### config.mk
export PLATFORM = sky130hd
export DESIGN_NAME = gcdist_cfg
export DESIGN_NICKNAME = d
export VERILOG_FILES = /design/src/design/gcdist_pkg.sv /design/src/design/gcdist_cfg.sv
export SDC_FILE = /design/constraint.sdc
export NUM_CORES = 1
export LEC_CHECK = 0
export CORE_ASPECT_RATIO = 1.75
export CORE_MARGIN = 3
export CORE_UTILIZATION = 30
export CTS_CLUSTER_SIZE = 30
export DETAILED_ROUTE_END_ITERATION = 7
export DONT_BUFFER_PORTS = 1
export SYNTH_ARGS = -nofsm -noshare
export SYNTH_HDL_FRONTEND = slang
export SYNTH_SLANG_ARGS = --single-unit
### constraint.sdc
create_clock -name clk -period 2 [get_ports clk]
set_clock_uncertainty 0.2 [all_clocks]
set_input_delay 0.1 -clock clk [delete_from_list [all_inputs] [get_ports clk]]
set_output_delay 0.1 -clock clk [all_outputs]
set_load 0.02 [all_outputs]
### src/design/gcdist_pkg.sv
package gcdist_pkg;

	localparam int MaxGenesDefault = 256;

	// item opcodes
	localparam logic [1:0] OP_LOAD_A  = 2'd0;
	localparam logic [1:0] OP_LOAD_B  = 2'd1;
	localparam logic [1:0] OP_COMPUTE = 2'd2;

	// register indexes
	localparam logic [1:0] REG_EXCESS   = 2'd0;
	localparam logic [1:0] REG_DISJOINT = 2'd1;
	localparam logic [1:0] REG_WEIGHT   = 2'd2;

	// reset values of the coefficients, Q8.8
	localparam logic [15:0] EXCESS_RESET   = 16'd256;
	localparam logic [15:0] DISJOINT_RESET = 16'd256;
	localparam logic [15:0] WEIGHT_RESET   = 16'd102;

	// result status codes
	localparam logic [1:0] STAT_OK       = 2'd0;
	localparam logic [1:0] STAT_NO_MATCH = 2'd1;
	localparam logic [1:0] STAT_EMPTY    = 2'd2;

	typedef struct packed {
		logic [1:0]         opcode;
		logic [31:0]        gene_key;
		logic               gene_enabled;
		logic signed [31:0] gene_weight;
	} item_t;

	typedef struct packed {
		logic [31:0] distance;
		logic [8:0]  excess_count;
		logic [9:0]  disjoint_count;
		logic [8:0]  matching_count;
		logic [1:0]  status;
		logic        load_dropped;
	} result_t;

	typedef struct packed {
		logic [15:0] excess;
		logic [15:0] disjoint;
		logic [15:0] weight;
	} coef_t;

	typedef struct packed {
		logic [31:0]        key;
		logic               enabled;
		logic signed [31:0] weight;
	} gene_t;

endpackage

### src/design/gcdist_cfg.sv
module gcdist_cfg (
	input  logic                clk,
	input  logic                arst_n,
	input  logic                psel,
	input  logic                penable,
	input  logic                pwrite,
	input  logic [3:0]          paddr,
	input  logic [31:0]         pwdata,
	output logic [31:0]         prdata,
	output logic                pready,
	output gcdist_pkg::coef_t   coef
);
	import gcdist_pkg::*;

	coef_t      coef_q;
	logic       wr_en;
	logic [1:0] reg_idx;

	assign pready  = 1'b1;
	assign wr_en   = psel && penable && pwrite;
	assign reg_idx = paddr[3:2];
	assign coef    = coef_q;

	// write the coefficient registers
	always_ff @(posedge clk or negedge arst_n) begin
		if (!arst_n) begin
			coef_q.excess   <= EXCESS_RESET;
			coef_q.disjoint <= DISJOINT_RESET;
			coef_q.weight   <= WEIGHT_RESET;
		end else if (wr_en) begin
			unique case (reg_idx)
				REG_EXCESS:   coef_q.excess   <= pwdata[15:0];
				REG_DISJOINT: coef_q.disjoint <= pwdata[15:0];
				REG_WEIGHT:   coef_q.weight   <= pwdata[15:0];
				default: ;
			endcase
		end
	end

	// read back
	always_comb begin
		unique case (reg_idx)
			REG_EXCESS:   prdata = {16'd0, coef_q.excess};
			REG_DISJOINT: prdata = {16'd0, coef_q.disjoint};
			REG_WEIGHT:   prdata = {16'd0, coef_q.weight};
			default:      prdata = 32'd0;
		endcase
	end

endmodule

==> metrics.csv <==
stage,metric,value,unit
sta,fmax,622.8,MHz
floorplan,start_util,30.92,%
sta,finalSetupViolCount,0,
routing,drt-initial-drc-count,62,
sta,min_period,1.606,ns
synth,ys_warn_count,0,
clock_tree,clk_pin_slew_worst_paths,0.07,ns
synth,yosys.cell_count.top_type,dfrtp_1,
sta,setup_tns,0,ns
synth,ys_ff_latch,48,
flow_run,maxCapViolCount,0,
clock_tree,clock_latency,0.28,ns
power,p_per_area,1122,nW/um^2
power,p_switching,0.001142,W
critical_path,critPathKind,reg -> out,
power,p_seq_share,53.7,%
critical_path,rr_worst_depth,1,
global_routing,grt_pass1_vias,1603,
critical_path,cp.arrival,1.31,ns
hold_path,hold_path_end,coef[47]$_DFFE_PN0P_,
global_routing,antenna_found_initial,0,
critical_path,regToRegStartpoint,coef[17]$_DFFE_PN0P_,
synth,synth_fa_ha_area_share,0,%
synth,synthArstFlopShare,100.0,%
floorplan,die_w,72.76,microns
clock_tree,cts_sinks,48,
clock_tree,cts_buffers,5,
routing,first_pass_iters,4,
placement,place_congestion,0.6742,
clock_tree,htreeDepth,2,
final_layout,multi_input_area,998.5,sq um
hold_path,hp-start,paddr[3],
synth,syn-instance-count,178,
power,swShare,35.58,%
hold_path,hold_class,in -> reg,
routing,wl_per_cell,18.84,microns
global_routing,overflow,0,
placement,portBuffers,0,
synth,synth_top_family_by_area,multiplexers,
final_layout,fin_nets,256,
final_layout,final_cells,304,
routing,routed_wl,5.726,mm
floorplan,rows,42,
routing,vias,1472,
synth,netlist_top_cells_area,"dfrtp_1 45%, mux2_2 18%, mux2i_1 6.8%",
clock_tree,hold_buffers,18,
sta,drv_slew,0,
power,clockPowerShare,26.7,%
power,ir_worst_vdd,416.9,uV
floorplan,core-area,7567,sq um
final_layout,register_area,1209,sq um
sta,hold_viol,0,
synth,synth_top_area_share,44.92,%
final_layout,area.growth.synth_to_final,22.30,%
routing,via_per_inst,4.842,
synth,synth_area,2340,sq um
critical_path,crit_path_end_kind,primary output,
placement,dp_hpwl,3.939,mm
clock_tree,clock-root-buffer,clkbuf_16,
floorplan,die_h,122.8,microns
synth,yosysTopAreaCell,dfrtp_1,
routing,ant_nets,0,
sta,rsz0062_at_grt,no,
critical_path,crit_path_start,coef[47]$_DFFE_PN0P_,
critical_path,critPathRequiredTime,1.70,ns
power,leakage,1.315,nW
global_routing,grt_start_max_net_pins,49,
hold_path,holdPathStages,3,
clock_tree,cts_buffer_depth,2,
final_layout,n_fill_cell,751,
synth,yosys-top-cells-count,"42 x dfrtp_1, 38 x mux2_2, 19 x buf_4, 16 x mux2i_1, 16 x nand2_1",
synth,syn_avg_cell_area,13.14,sq um
synth,synthMuxAreaShare,31.55,%
floorplan,die_area,8937,sq um
critical_path,r2r-end,coef[17]$_DFFE_PN0P_,
synth,synth_xor_area_share,0,%
synth,synth_flop_cell,dfrtp_1,
synth,synth-simple-area-share,4.439,%
outcome,status,"complete, no violations",
critical_path,reg2reg_slack,0.89,ns
power,pwr-share-comb,19.6,%
synth,synth_compound_area_share,3.422,%
critical_path,cp_max_fo,3,
synth,ys_types,19,
final_layout,largest_reg_flops,48,
synth,synth_edf_count,0,
placement,dp_cells,278,
routing,route.detailed.drc,0,
critical_path,startpoint_type,flip-flop,
final_layout,drive_gt1_share,41.20,%
clock_tree,cts_tree,yes,
power,finalPower,0.003209,W
sta,fin_crit_sh,80.28,%
clock_tree,postCtsSetupBuffers,0,
clock_tree,cts_resized,0,
power,cell_internal_pwr,0.002068,W
floorplan,io_pins,122,
global_routing,grt_pass1_wl,8.680,mm
synth,ys_seq_area_share,51.66,%
final_layout,diodes,0,
global_routing,track_usage,13.09,%
-- layout make-up --
class	count	area share (%)
repair buffers	42	13.64
well taps	88	3.848
clock inverters	2	0.5247
multi-input cells	118	34.89
clock buffers	6	4.854
flip-flops and latches	48	42.24
-- placed cells by master, fill, tap and decap left out --
cell | synthesis | routed
and2b_1 | 1 | 1
buf_12 | 0 | 1
buf_16 | 0 | 1
buf_4 | 19 | 23
clkbuf_16 | 0 | 5
clkbuf_8 | 0 | 1
clkinvlp_4 | 0 | 2
conb_1 | 2 | 17
dfrtp_1 | 42 | 42
dfstp_2 | 6 | 6
dlygate4sd3_1 | 0 | 17
mux2_2 | 38 | 38
mux2_4 | 10 | 10
mux2i_1 | 16 | 16
nand2_1 | 16 | 16
nand3_1 | 1 | 1
nor3_4 | 0 | 1
nor3b_4 | 0 | 1
o21ai_0 | 15 | 15
o21ai_1 | 1 | 1
or3b_1 | 1 | 1
-- metrics by stage --
stage / area [sq um] / hold WS (ns) / setup WS (ns) / util [%]
floorplan: 2396 / -0.3956 / 0.4721 / -
global placement: 2510 / -0.3942 / 0.5589 / 33.17
detailed placement: 2510 / -0.3944 / 0.5283 / 33.17
CTS: 2861 / 0.03168 / 0.3882 / 37.81
global route: 2861 / 0.03408 / 0.3312 / 37.81
finish: 2861 / 0.03756 / 0.3943 / 37.81
-- power groups by stage --
stage	logic, W	clock network [W]	registers (W)
finish	0.000629	0.000857	0.00172
CTS	0.000636	0.000897	0.00173
global route	0.000690	0.000928	0.00176
global placement	0.000558	0	0.00174
floorplan	0.000474	0	0.00167
detailed placement	0.000572	0	0.00175
-- critical path, stage by stage (launching register included) --
cell,delay [ns]
dfrtp_1,0.48
mux2i_1,0.12
o21ai_0,0.22
buf_4,0.19
-- logic make-up (layout without fill, tap and decap cells) --
family | Yosys count | in the layout
simple gates | 21 | 21
mux | 64 | 64
buf+inv | 27 | 50
compound gates | 16 | 16
flops | 48 | 48
other cells | 2 | 17
-- worst max-delay path by stage --
| stage | end | slack, ns |
|---|---|---|
| 4_1_cts | prdata[8] | 0.39 |
| 6_report | prdata[15] | 0.39 |
| 3_3_place_gp | coef[26]$_DFFE_PN0P_ | 0.56 |
| 3_5_place_dp | coef[29]$_DFFE_PN0P_ | 0.53 |
| 2_1_floorplan | coef[10]$_DFFE_PN0P_ | 0.47 |
| 5_1_grt | prdata[15] | 0.33 |
-- metal layers --
metal / up-vias / track usage, % / part of all wire (%)
li1: 656 / - / -
met1: 733 / 14.79 / 39
met2: 78 / 23.08 / 52
met3: 5 / 3.525 / 7.6
met4: 0 / 4.850 / 1.6
met5: - / 0 / 0
Note: power is estimated with default switching activity, not from simulation.
