==> config.mk <==
export PLATFORM = sky130hd
export DESIGN_NAME = gcdist_div
export DESIGN_NICKNAME = d
export VERILOG_FILES = /design/src/design/gcdist_div.sv
export SDC_FILE = /design/constraint.sdc
export NUM_CORES = 1
export LEC_CHECK = 0
export BUFFER_PORTS_ARGS = -buffer_cell sky130_fd_sc_hd__buf_2
export CELL_PAD_IN_SITES_DETAIL_PLACEMENT = 0
export CELL_PAD_IN_SITES_GLOBAL_PLACEMENT = 1
export CORE_ASPECT_RATIO = 1.5
export CORE_MARGIN = 8
export CORE_UTILIZATION = 44
export DETAILED_ROUTE_END_ITERATION = 12
export GPL_TIMING_DRIVEN = 1
export HOLD_SLACK_MARGIN = 0.08
export PLACE_DENSITY = 0.91
export SYNTH_ARGS = -nofsm -noshare
export SYNTH_HDL_FRONTEND = slang
export SYNTH_SLANG_ARGS = --single-unit
==> constraint.sdc <==
create_clock -name clk -period 4.2 [get_ports clk]
set_input_delay 0.21 -clock clk [delete_from_list [all_inputs] [get_ports clk]]
set_output_delay 0.21 -clock clk [all_outputs]
set_load 0.02 [all_outputs]
==> src/design/gcdist_div.sv <==
module gcdist_div #(
	parameter int NUM_W = 49,
	parameter int DEN_W = 9
) (
	input  logic             clk,
	input  logic             arst_n,
	input  logic             start,
	input  logic [NUM_W-1:0] num,
	input  logic [DEN_W-1:0] den,
	output logic [NUM_W-1:0] quo,
	output logic             done
);
	localparam int CW = $clog2(NUM_W + 1);

	logic [NUM_W-1:0] quo_q;
	logic [DEN_W:0]   rem_q;
	logic [DEN_W-1:0] den_q;
	logic [CW-1:0]    cnt_q;
	logic             run_q;
	logic             done_q;
	logic [DEN_W:0]   shifted;
	logic             ge;

	assign shifted = {rem_q[DEN_W-1:0], quo_q[NUM_W-1]};
	assign ge      = shifted >= {1'b0, den_q};
	assign quo     = quo_q;
	assign done    = done_q;

	// control: one quotient bit per cycle
	always_ff @(posedge clk or negedge arst_n) begin
		if (!arst_n) begin
			run_q  <= 1'b0;
			done_q <= 1'b0;
			cnt_q  <= '0;
		end else if (start) begin
			run_q  <= 1'b1;
			done_q <= 1'b0;
			cnt_q  <= CW'(NUM_W);
		end else if (run_q) begin
			cnt_q <= cnt_q - 1'b1;
			if (cnt_q == CW'(1)) begin
				run_q  <= 1'b0;
				done_q <= 1'b1;
			end
		end else begin
			done_q <= 1'b0;
		end
	end

	// datapath: restoring shift and subtract
	always_ff @(posedge clk) begin
		if (start) begin
			quo_q <= num;
			den_q <= den;
			rem_q <= '0;
		end else if (run_q) begin
			rem_q <= ge ? (shifted - {1'b0, den_q}) : shifted;
			quo_q <= {quo_q[NUM_W-2:0], ge};
		end
	end

endmodule

==> results of run 1 <==
==> state kept, by name, summed over array words and instances, names as in the netlist <==
register,count
cnt_q,6
quo,49
rem_q,9
den_q,9
run_q,1
done,1
==> metal layers <==
| layer | part of all wire, % | vias to the layer above | GRT usage (%) |
|---|---|---|---|
| li1 | - | 1194 | - |
| met1 | 39 | 1187 | 16.21 |
| met2 | 52 | 73 | 26.06 |
| met3 | 5.8 | 18 | 4.948 |
| met4 | 3.0 | 0 | 7.972 |
| met5 | 0 | - | 0 |
==> final cells by class <==
cell class,count,share of cell area [%]
Inverter,15,1.240
Sequential cell,75,46.75
Multi-Input combinational cell,149,28.78
Tap cell,105,2.894
Clock buffer,13,5.513
Timing Repair Buffer,121,14.50
Clock inverter,3,0.3308
==> power breakdown <==
part / internal, mW / total [mW] / switching (mW) / leakage [nW]
sequential: 0.922 / 1.00 / 0.0815 / 0.774
clock: 0.413 / 0.684 / 0.271 / 0.133
combinational: 0.302 / 0.694 / 0.392 / 1.04
==> synth_stat cells, drive strengths merged (2+ instances only) <==
| cell | n |
|---|---|
| edfxtp | 58 |
| mux2 | 48 |
| inv | 15 |
| nand2 | 12 |
| ha | 11 |
| nor2 | 11 |
| clkbuf | 9 |
| dfxtp | 9 |
| dfrtp | 8 |
| o21ai | 6 |
| a211oi | 5 |
| nand3 | 5 |
| xnor2 | 5 |
| o31ai | 4 |
| xor2 | 4 |
| a21o | 3 |
| a21oi | 3 |
| a32oi | 3 |
| mux2i | 3 |
| nand2b | 3 |
| nor4 | 3 |
| o311ai | 3 |
| a31oi | 2 |
| nor2b | 2 |
| o211ai | 2 |
| o21bai | 2 |
==> worst paths after layout <==
check                      startpoint  endpoint  slack [ps]  depth (start not counted)
max reg2reg                   quo[48]  rem_q[3]        1660                          9
min                           num[22]   quo[22]         180                          2
min in group asynchronous      arst_n  cnt_q[2]         260                          2
min reg2reg                  rem_q[8]  rem_q[8]         470                          2
max in group asynchronous      arst_n     run_q        3770                          2
max                           quo[48]  rem_q[3]        1660                          9
==> through the flow <==
| step | util [%] | instances | setup slack (ps) | instance area (sq um) |
|---|---|---|---|---|
| 2_1_floorplan | - | 249 | 1812 | 3540 |
| 3_3_place_gp | 52.78 | 455 | 1765 | 4174 |
| 3_5_place_dp | 52.78 | 455 | 1689 | 4174 |
| 4_1_cts | 57.41 | 481 | 1682 | 4539 |
| 5_1_grt | 57.41 | 481 | 1499 | 4539 |
| 6_report | 57.41 | 481 | 1660 | 4539 |
==> critical path: cells and delay by family (launching register included) <==
family          cells  cell delay [ps]
flops               1              410
buf+inv             2              160
mux                 1              250
fa+ha+maj           2              580
compound gates      4              990
==> kinds of logic after synthesis <==
kind of cell / Yosys count
compound gates: 37
xor+xnor: 9
fa+ha+maj: 12
buf+inv: 25
flops: 75
mux: 51
simple gates: 40
==> impl.org, run 1 <==
** Synth
- The synthesized design devotes to its leading area cell type around half of total area.
- Yosys top cell by area :: edfxtp_1
- Ys async rst share :: between 10% and 20%
- Register bit total from synthesis :: 75
- Cells after Synth :: about 250
- Dominant register cell in the synthesized netlist :: edfxtp_1
- Number of flops mapped to enable cells by yosys :: 58
- Post-synthesis share of cell area spent on xor and xnor gates :: 2.227%
- After synthesis, the mean cell area works out to 14.22 sq um.
- Net Count, Synth :: between 300 and 400
- The synthesized netlist devotes under 10% of its cell area to compound gates.
- Post-Synth Simple-Gate Area :: 5.373%
- Total of warnings raised by yosys :: 0
- Proportion of synthesized chip area in sequential cells :: between 50% and 60%
- Cell types with the largest area share after synthesis :: edfxtp_1, mux2_2, dfrtp_1, dfxtp_1, ha_1
- After synthesis, the netlist uses 41 different library cells.
- By area, the combinational part of the netlist is dominated by multiplexers.
- Post-Syn Area :: 3540 sq um
- Summing the areas of all fa, ha and maj instances in the mapped netlist gives 4.454% of the synthesized area.
- Proportion of synthesized area in mux cells :: 16.12%

** Setup path
- STA classifies the critical path endpoint as a flip-flop.
- Standard cell with the maximum stage delay on the critical path :: a31oi_4
- The critical path is of the flip-flop to flip-flop type.
- Of all nets on the critical path, the largest fanout is 14.
- Critical-path cell list :: inv_1 -> ha_1 -> inv_1 -> fa_1 -> a211oi_2 -> o21ai_2 -> a31oi_4 -> mux2i_1 -> a211oi_1
- STA classifies the critical path startpoint as a flip-flop.
- Critical path data required time :: 4370 ps
- Cell repeated most along the worst path :: inv_1
- Arrival time at the worst endpoint :: 2710 ps
- For this run, the slowest stage of the critical path takes about 430 ps.

** Detailed routing
- Residual DRC :: 0
- Remaining antenna violation count :: 0
- The first routing iteration left roughly 160 violations.
- DR WL/cell :: roughly 17 um
- Vias per cell :: 5.139
- Post-Route WL :: 8153 um
- Before antenna repair, the detailed router went through 4 iterations.
- Vias after detailed routing :: between 2000 and 2500

** Finish
- Layout cell share with drive strength beyond 1 :: about 47%
- The repair_antennas step left the layout with diodes totalling 0.
- Sequential standard cell area :: around 2100 sq um
- In the final design database the tool counted 444 nets.
- Leaving out fill and tap cells, the most frequent cells in the layout are buf_2, edfxtp_1, mux2_2.
- Leaving out fill and tap cells, the most frequent cell in the layout is buf_2.
- Multi-input logic area :: 1306 sq um
- Number of filler instances in the final layout :: around 700
- Synth-to-Final Area Change :: 28.24%

** Outcome
- The run finished with clean final reports.

** Clock tree
- CTS resizes :: 0
- The later pin in the worst-skew pair is clocked with a latency of 330 ps.
- Hold_buf cts :: 10
- Clock tree from TritonCTS :: yes
- Counting along the longest clock path gives a buffer depth of 2.
- The clock net in this run drives a total of 75 sinks.
- Library cell used as clock root buffer :: clkbuf_16
- The number of clock buffers added by TritonCTS is 9.
- # Post-CTS Setup Buffers :: 0
- In this run the number of H-tree levels came out at 3.
- Clock slew seen by the registers of the worst setup and hold paths :: 50 ps

** Floorplan
- Count of boundary I/O pins :: 111
- The die is 89.24 um wide.
- Once the floorplan was initialized, standard cells occupied 44.76% of the core.
- From bottom edge to top edge, the die measures between 100 and 150 um.
- Number of core rows :: 40
- In this run the standard cell core region covers 7908 sq um.
- The floorplan step defined a die boundary enclosing between 10000 and 15000 sq um.

** GRT
- Global-route wire length before repair :: 13170 um
- Entering global routing, the biggest net connects 71 pins.
- The number of antenna violations at the first check in global routing was 0.
- The number of global-route vias before repair is 2753.
- All-Layer GR Usage :: 15.36%
- After global routing the overflow that remains totals 0.

** STA
- Final critical-path share of the clock period :: between 60 and 70%
- Setup total negative slack on the finished layout was measured at 0 ps.
- For this run, the top clock speed supported by timing is between 300 and 400 MHz.
- Number of slew-limit violations in the final report :: 0
- Finish-stage setup viols :: 0
- The worst pin sits at a relative slew slack of 31.41%.
- Setup repair after global routing left no endpoint under its margin.
- On the final layout, the worst hold slack is about 180 ps.
- Between clock sinks in the finished design, the worst skew comes to 5.384 ps.
- The final-report hold violation count came to 0.
- The worst path in the final design needs a cycle of ~2500 ps, including I/O delays and setup.
- Actual transition at the worst max-transition pin :: 1027 ps

** Power
- IR analysis of the VDD net gives a maximum drop of 0.0003031 V.
- In this run the power density over the cells is 524.6 nW/um^2.
- In this run the static leakage power is 1.951 nW.
- Total power for the finished layout comes to 2.381 mW.

** Min path
- Path category of the worst min-delay check :: input port to flip-flop

** Run
- Across the run, the number of max-cap violations was 0.

** Placed design
- Once detailed placement completed, the half-perimeter wirelength came to just under 6000 um.
- Routability-driven placement finished with a final weighted congestion of 0.8317.
- In this run the tool buffered the top-level ports with 110 buffer cells.
No activity file was read; power rests on OpenSTA's default activity.
==> inputs of run 2 (changes only) <==
--- a/config.mk
+++ b/config.mk
@@ -10,11 +10,11 @@
 export CELL_PAD_IN_SITES_GLOBAL_PLACEMENT = 1
 export CORE_ASPECT_RATIO = 1.5
 export CORE_MARGIN = 8
-export CORE_UTILIZATION = 44
+export CORE_UTILIZATION = 41
 export DETAILED_ROUTE_END_ITERATION = 12
 export GPL_TIMING_DRIVEN = 1
 export HOLD_SLACK_MARGIN = 0.08
-export PLACE_DENSITY = 0.91
+export PLACE_DENSITY = 0.86
 export SYNTH_ARGS = -nofsm -noshare
 export SYNTH_HDL_FRONTEND = slang
 export SYNTH_SLANG_ARGS = --single-unit
==> constraint.sdc (replaced) <==
create_clock -name clk -period 2.4 [get_ports clk]
set_input_delay 0.12 -clock clk [delete_from_list [all_inputs] [get_ports clk]]
set_output_delay 0.12 -clock clk [all_outputs]
set_load 0.02 [all_outputs]
==> run 2 against run 1 <==
Net effect:
- highest routed layer unchanged
- cell area is 4.5% higher
- clock power grew 93%
- final cell count up 3.5%
- total power up 86%
- critical path type unchanged
- core utilization shrank 1.0 points
- via count rose by 4.3%
- non-clock buffer count grew 14
- largest cell class unchanged
- die area grew 6.2%
- sequential share of layout area is 2.0 points lower
==> impl.org, run 2 (synthesis results as in run 1) <==
** Setup path
- Kind of capture point of the worst setup path :: flip-flop
- Largest fanout on the critical path :: 5 (-9)
- The worst register-to-register path ends at rem_q[1].
- Slack of the worst reg-to-reg path :: 130 ps (-1530 ps)
- Standard cell with the maximum stage delay on the critical path :: edfxtp_1
- The critical path goes through inv_1 -> ha_1 -> inv_1 -> fa_2 -> a211oi_4 -> o21ai_4 -> a31oi_4 -> mux2i_1 -> a211oi_1.
- The number of cells on the worst reg-to-reg path was 9 (unchanged).
- The peak per-stage delay on the critical path is 380 ps (-50 ps).
- Cell repeated most along the worst path :: inv_1
- The worst register-to-register path begins at quo[48].
- The critical path is of the flip-flop to flip-flop type.
- Critical path data required time :: 2590 ps (-1780 ps)
- Arrival time at the worst endpoint :: 2460 ps (-250 ps)
- Kind of start point of the critical path :: flip-flop

** Floorplan
- The height of the die was 129.8 um (+3.1%).
- The placeable core region is 8413 sq um (+6.4%).
- The die width is 91.87 um (+2.9%).
- Initial Utilization :: 42.07% (-2.7 points)
- Count of boundary I/O pins :: 111 (unchanged)
- Number of core rows :: 41 (+2.5%)
- The area enclosed by the die boundary is 11920 sq um (+6.2%).

** STA
- The count of final max-slew check failures was 0 (unchanged).
- The worst-case clock skew is 2.731 ps (-2.653 ps).
- Peak clock frequency supported by timing :: 440.4 MHz (+12%)
- Setup repair after global routing left no endpoint under its margin.
- The final count of negative-setup-slack endpoints came to 0 (unchanged).
- Number of hold violations in the final report :: 0 (unchanged)
- The minimum clock period was 2271 ps (-269.3 ps).
- The slew of the pin with the lowest slew margin came to 613.4 ps (-414.0 ps).
- The part of the cycle the worst path needs came to 94.61% (+34 points).
- Worst slew margin relative to its limit :: 58.76% (+27 points)
- Total negative setup slack :: 0 ps (unchanged)

** Finish
- The net count reported at finish is 459 (+3.4%).
- Compared with the post-synthesis result, the final layout area differs by 34.04%.
- The count of non-filler cells in the finished layout came to 498 (+3.5%).
- Leaving out fill and tap cells, the most frequent cells in the layout are buf_2, edfxtp_1, mux2_2.
- The fraction of the core area covered by cells at the end of the flow was 56.39% (-1.0 points).
- Leaving out fill and tap cells, the most frequent cell in the layout is buf_2.
- The number of flip-flops under the largest register name was 49 (unchanged).
- Layout cell share with drive strength beyond 1 :: 47.83% (+0.75 points)
- Number of filler instances in the final layout :: 728 (+2.1%)
- Number of inserted diodes :: 0 (unchanged)

** Detailed routing
- Vias per cell :: 5.179 (+0.77%)
- Post-Route WL :: 8571 um (+5.1%)
- Remaining antenna violation count :: 0 (unchanged)
- DR WL/cell :: 17.21 um (+1.5%)
- The post-detailed-route DRC marker count came to 0 (unchanged).
- First-pass iteration count of the detailed router :: 4 (unchanged)
- Violation count after the first detailed-route iteration :: 91 (-42%)
- Vias after detailed routing :: 2579 (+4.3%)

** GRT
- The number of antenna violations at the first check in global routing came to 0 (unchanged).
- Largest net degree at the start of global routing :: 48 (-32%)
- The global-route wire length before repair came to 13120 um (-0.37%).
- The total routing usage reported by global routing came to 14.11% (-1.3 points).
- The number of global-route vias before repair was 2736 (-0.62%).
- Total overflow reported by the global router :: 0 (unchanged)

** Clock tree
- The clock latency at the later pin of the worst-skew pair came to 330 ps (about the same).
- Clock slew seen by the registers of the worst setup and hold paths :: 60 ps (about the same)
- Total clock buffers created by CTS :: 9 (unchanged)
- The clock sink count is 75 (unchanged).
- The maximum buffer depth of the clock tree came to 2 (unchanged).
- Total number of H-tree levels :: 3 (unchanged)
- Clock tree from TritonCTS :: yes
- Library cell used as clock root buffer :: clkbuf_16

** Placed design
- Total instance count after detailed placement :: 461 (+1.3%)
- Count of buffers from port buffering :: 110 (unchanged)
- Half-perimeter wire length of the detailed placement result :: 6219 um (+4.7%)
- Final GP Congestion :: 0.8080 (-2.8%)

** Run
- Max-cap viol count :: 0 (unchanged)

** Power
- Static leakage power :: 2.031 nW (+4.1%)
- Ratio of total power to cell area :: 934.7 nW/um^2 (+78%)
- IR drop worst, VDD :: 0.0004706 V (+55%)

** Min path
- The worst hold path terminates at quo[11].
- The worst hold path belongs to the class input port to flip-flop.
- Origin of the worst min-delay path :: num[11]
- Cell depth of the worst hold path :: 2 (unchanged)

** Outcome
- Result of the run :: finished clean
## run 2: where the power goes
group | leakage [nW] | switching (mW) | internal, mW | total [mW]
logic | 1.12 | 0.756 | 0.608 | 1.36
clock network | 0.141 | 0.516 | 0.800 | 1.32
registers | 0.774 | 0.141 | 1.61 | 1.75
total | 2.03 | 1.41 | 3.02 | 4.43
## run 2: worst max-delay path by stage
stage,startpoint,endpoint,slack (ps),depth (start not counted)
global route,quo[48],rem_q[1],20,9
CTS,quo[48],rem_q[7],8,10
global placement,quo[48],rem_q[5],80,10
floorplan,quo[48],quo[0],10,9
finish,quo[48],rem_q[1],130,9
detailed placement,quo[48],rem_q[7],5,10
## run 2: area by class of cell
type	instances	area, sq um	area share, %
clock buffers	9	225.2	4.747
clock inverters	7	68.82	1.450
inverters	15	56.30	1.187
multi-input cells	150	1336	28.16
flip-flops and latches	75	2122	44.73
well taps	107	133.9	2.822
repair buffers	135	802.0	16.90
## run 2: critical path: cells and delay by family, from the launching register on
kind / cells / cell delay (ps)
DFF: 1 / 380
adders and majority gates: 2 / 540
AOI/OAI and AO/OA: 4 / 840
muxes: 1 / 240
buffers and inverters: 2 / 140
## run 2: through the flow
step | total power [mW] | cell area [sq um] | hold slack (ps) | worst slack, ps
finish | 4.435 | 4745 | 91.00 | 129.4
detailed placement | 3.009 | 4219 | -20.96 | 5.054
global route | 4.643 | 4745 | 80.91 | 20.37
CTS | 4.375 | 4703 | 80.09 | 7.772
floorplan | 2.673 | 3540 | -175.6 | 11.56
global placement | 2.981 | 4219 | -28.29 | 81.58
## run 2: timing repair
action                                 in CTS  in global routing
cloned                                      0                  1
resized for setup                           0                  4
hold buffers                               19                  0
setup endpoints to repair                   1                  8
setup buffers                               0                  1
pin swaps                                   1                  2
endpoints found under the hold margin      26                  0
## run 2: layer usage
metal	global-route usage, %	wire (um)	share of wire [%]	up-vias
li1	-	-	-	1224
met1	14.14	3143	37	1245
met2	24.11	4523	53	88
met3	5.920	608	7.1	22
met4	8.095	296	3.5	0
met5	0	0	0	-
==> inputs of run 3 (changes only) <==
==> config.mk (replaced) <==
export PLATFORM = sky130hd
export DESIGN_NAME = gcdist_div
export DESIGN_NICKNAME = d
export VERILOG_FILES = /design/src/design/gcdist_div.sv
export SDC_FILE = /design/constraint.sdc
export NUM_CORES = 1
export LEC_CHECK = 0
export BUFFER_PORTS_ARGS = -buffer_cell sky130_fd_sc_hd__buf_2
export CORE_ASPECT_RATIO = 1.5
export CORE_UTILIZATION = 50
export DETAILED_ROUTE_END_ITERATION = 12
export GPL_TIMING_DRIVEN = 1
export HOLD_SLACK_MARGIN = 0.08
export PLACE_DENSITY = 0.84
export SYNTH_ARGS = -nofsm -noshare
export SYNTH_HDL_FRONTEND = slang
export SYNTH_SLANG_ARGS = --single-unit
==> run 3 against run 2 <==
Net effect:
- the flow now finishes with violations (DRC)
- via count up 4.8%
- count of clock-buffer cells in the layout up 5
- core utilization up 16 points
- sequential power about the same
- combinational power up 4%
- critical path type unchanged
- clock power down 36%
- final cell count up 1.2%
- clock skew up 6.8 ps
- global-route usage up 9.5 points
- register-to-register slack about the same
- routed wire length down 1.5%
==> impl.org, run 3 (synthesis results as in run 1) <==
** STA
- Total negative setup slack :: 0 ps (unchanged)
- The minimum clock period is 2256 ps (-14.82 ps).
- Final critical-path share of the clock period :: 93.99% (-0.62 points)
- The count of final max-slew check failures is 0 (unchanged).
- The worst-case clock skew is 9.532 ps (+6.801 ps).
- Actual transition at the worst max-transition pin :: 685.1 ps (+71.69 ps)
- The final count of negative-setup-slack endpoints is 0 (unchanged).
- The relative slew slack came to 54.16% (-4.6 points).
- The final-report hold violation count came to 0 (unchanged).
- Worst hold slack :: 95.80 ps (+4.804 ps)
- Peak clock frequency supported by timing :: 443.3 MHz (+0.66%)

** Placed design
- Final GP Congestion :: 0.8424 (+4.3%)
- The number of buffer cells added on primary ports was 110 (unchanged).
- Half-perimeter wire length of the detailed placement result :: 5226 um (-16%)
- The post-place instance area is 4208 sq um (-0.27%).

** Power
- Static leakage power :: 2.129 nW (+4.8%)
- The total power of the final layout came to 4.001 mW (-9.8%).
- The power density over cell area came to 811.7 nW/um^2 (-13%).
- The maximum ir drop on the vdd rail was 0.0005646 V (+20%).

** Setup path
- The critical path required time is 2610 ps (+20 ps).
- The worst register-to-register path ends at rem_q[3].
- Worst r2r path cells :: 10 (+1)
- Arrival time at the worst endpoint :: 2470 ps (about the same)
- Slack of the worst reg-to-reg path :: 140 ps (about the same)
- Largest fanout on the critical path :: 5 (unchanged)
- R2R Path Start :: quo[48]
- Kind of start point of the critical path :: flip-flop
- WS Path Type :: flip-flop to flip-flop
- STA classifies the critical path endpoint as a flip-flop.

** Finish
- Synth-to-Final Area Change :: 39.27%
- The fraction of layout instances using a drive strength above 1 was 43.19% (-4.6 points).
- The diode insertion count for antenna repair is 0 (unchanged).
- Commonest cells after routing, fill and taps aside :: buf_2, edfxtp_1, dlygate4sd3_1
- Number of filler instances in the final layout :: 455 (-38%)
- Leaving out fill and tap cells, the most frequent cell in the layout is buf_2.
- The number of flip-flops under the largest register name was 49 (unchanged).
- The post-route cell area is 4930 sq um (+3.9%).
- Total number of nets in the final design :: 494 (+7.6%)

** Clock tree
- The cell sitting at the root of the clock tree is a clkbuf_8.
- The clock latency at the later pin of the worst-skew pair was 340 ps (about the same).
- The H-tree depth reported by CTS was 3 (unchanged).
- Clock tree from TritonCTS :: yes
- The maximum buffer depth of the clock tree is 2 (unchanged).
- Total clock buffers created by CTS :: 9 (unchanged)
- The clock sink count came to 75 (unchanged).
- The clock input transition at the sequential cells of the worst setup and hold paths is 70 ps (about the same).

** GRT
- The largest net degree at the start of global routing was 50 (+4.2%).
- The total routing usage reported by global routing is 23.56% (+9.5 points).
- Initial antenna violation count :: 0 (unchanged)
- The global-route wire length before repair was 13210 um (+0.63%).
- The total congestion overflow after global routing came to 0 (unchanged).
- Via count of the first global-routing pass :: 2806 (+2.6%)

** Min path
- The path class of the tightest hold or removal check is input port to flip-flop.
- The worst hold path begins at num[2].
- Cell depth of the worst hold path :: 2 (unchanged)
- Hold Path End :: quo[2]

** Detailed routing
- The post-detailed-route DRC marker count is 4 (+4).
- The via density per instance was 5.363 (+3.6%).
- DR WL/cell :: 16.76 um (-2.6%)
- Post-Route WL :: 8446 um (-1.5%)
- Vias after detailed routing :: 2703 (+4.8%)
- The number of nets with antenna violations after detailed routing was 0 (unchanged).
- Violation count after the first detailed-route iteration :: 134 (+47%)
- The first-pass detailed-route iteration total was 8 (+4).

** Floorplan
- The placeable core region is 6852 sq um (-19%).
- Die footprint :: 7427 sq um (-38%)
- Count of boundary I/O pins :: 111 (unchanged)
- Initial Utilization :: 51.66% (+9.6 points)
- The height of the die was 105.0 um (-19%).
- Die Wd :: 70.70 um (-23%)
- Number of core rows :: 37 (-9.8%)

** Outcome
- The run finished, with violations left.
- Failing checks :: DRC

** Run
- Max-cap viol count :: 0 (unchanged)
-- run 3: cell types whose count changed in the layout (fill, tap and decap cells not counted), moves of 2 or more --
cell           delta
buf_12            +2
clkbuf_1          +4
clkinv_2          -2
clkbuf_16         -9
clkbuf_8         +10
clkinvlp_4        -2
dlygate4sd3_1    +34
-- run 3: through the flow --
stage               util [%]  worst slack (ps)  std cells
floorplan                  -             11.56        249
global placement       61.41             105.9        432
detailed placement     61.41             31.26        432
CTS                    71.44             8.804        500
global route           71.95            -5.312        504
finish                 71.95             144.2        504
-- run 3: worst max path at each step --
stage / startpoint / to / depth (start not counted)
floorplan: quo[48] / quo[0] / 9
global placement: quo[48] / rem_q[1] / 9
detailed placement: quo[48] / rem_q[3] / 9
finish: quo[48] / rem_q[3] / 10
CTS: quo[48] / rem_q[3] / 9
global route: quo[48] / rem_q[3] / 10
-- run 3: what timing repair did --
| action | in CTS | in global routing |
|---|---|---|
| endpoints found under the setup margin | 0 | 8 |
| hold endpoints to repair | 59 | 1 |
| hold buffers | 52 | 1 |
| resized for setup | 0 | 1 |
| buffers inserted | 0 | 3 |
-- run 3: critical path, cell delays in order, from the launching register on --
cell	delay [ps]
edfxtp_1	410
inv_1	80
ha_1	150
inv_1	70
fa_2	360
a211oi_2	240
o21ai_2	120
a31oi_4	230
buf_4	170
mux2i_1	210
a211oi_1	90
-- run 3: routing by layer --
metal | GRT usage, % | vias to the layer above | share of wire (%)
met2 | 41.21 | 100 | 52
met1 | 25.84 | 1292 | 39
li1 | - | 1285 | -
met5 | 0 | - | 0
met4 | 12.57 | 0 | 3.0
met3 | 5.882 | 26 | 5.5
-- run 3: power breakdown --
group	switching, mW	internal [mW]	total (mW)
sequential	0.136	1.61	1.75
combinational	0.721	0.689	1.41
clock	0.437	0.406	0.843
-- run 3: layout make-up --
cell class              count  area [sq um]  area share [%]
clock inverters             2         13.76          0.2792
repair buffers            171          1179           23.91
inverters                  15         56.30           1.142
clock buffers              14         152.6           3.096
flip-flops and latches     75          2122           43.05
multi-input cells         149          1309           26.55
well taps                  78         97.59           1.980
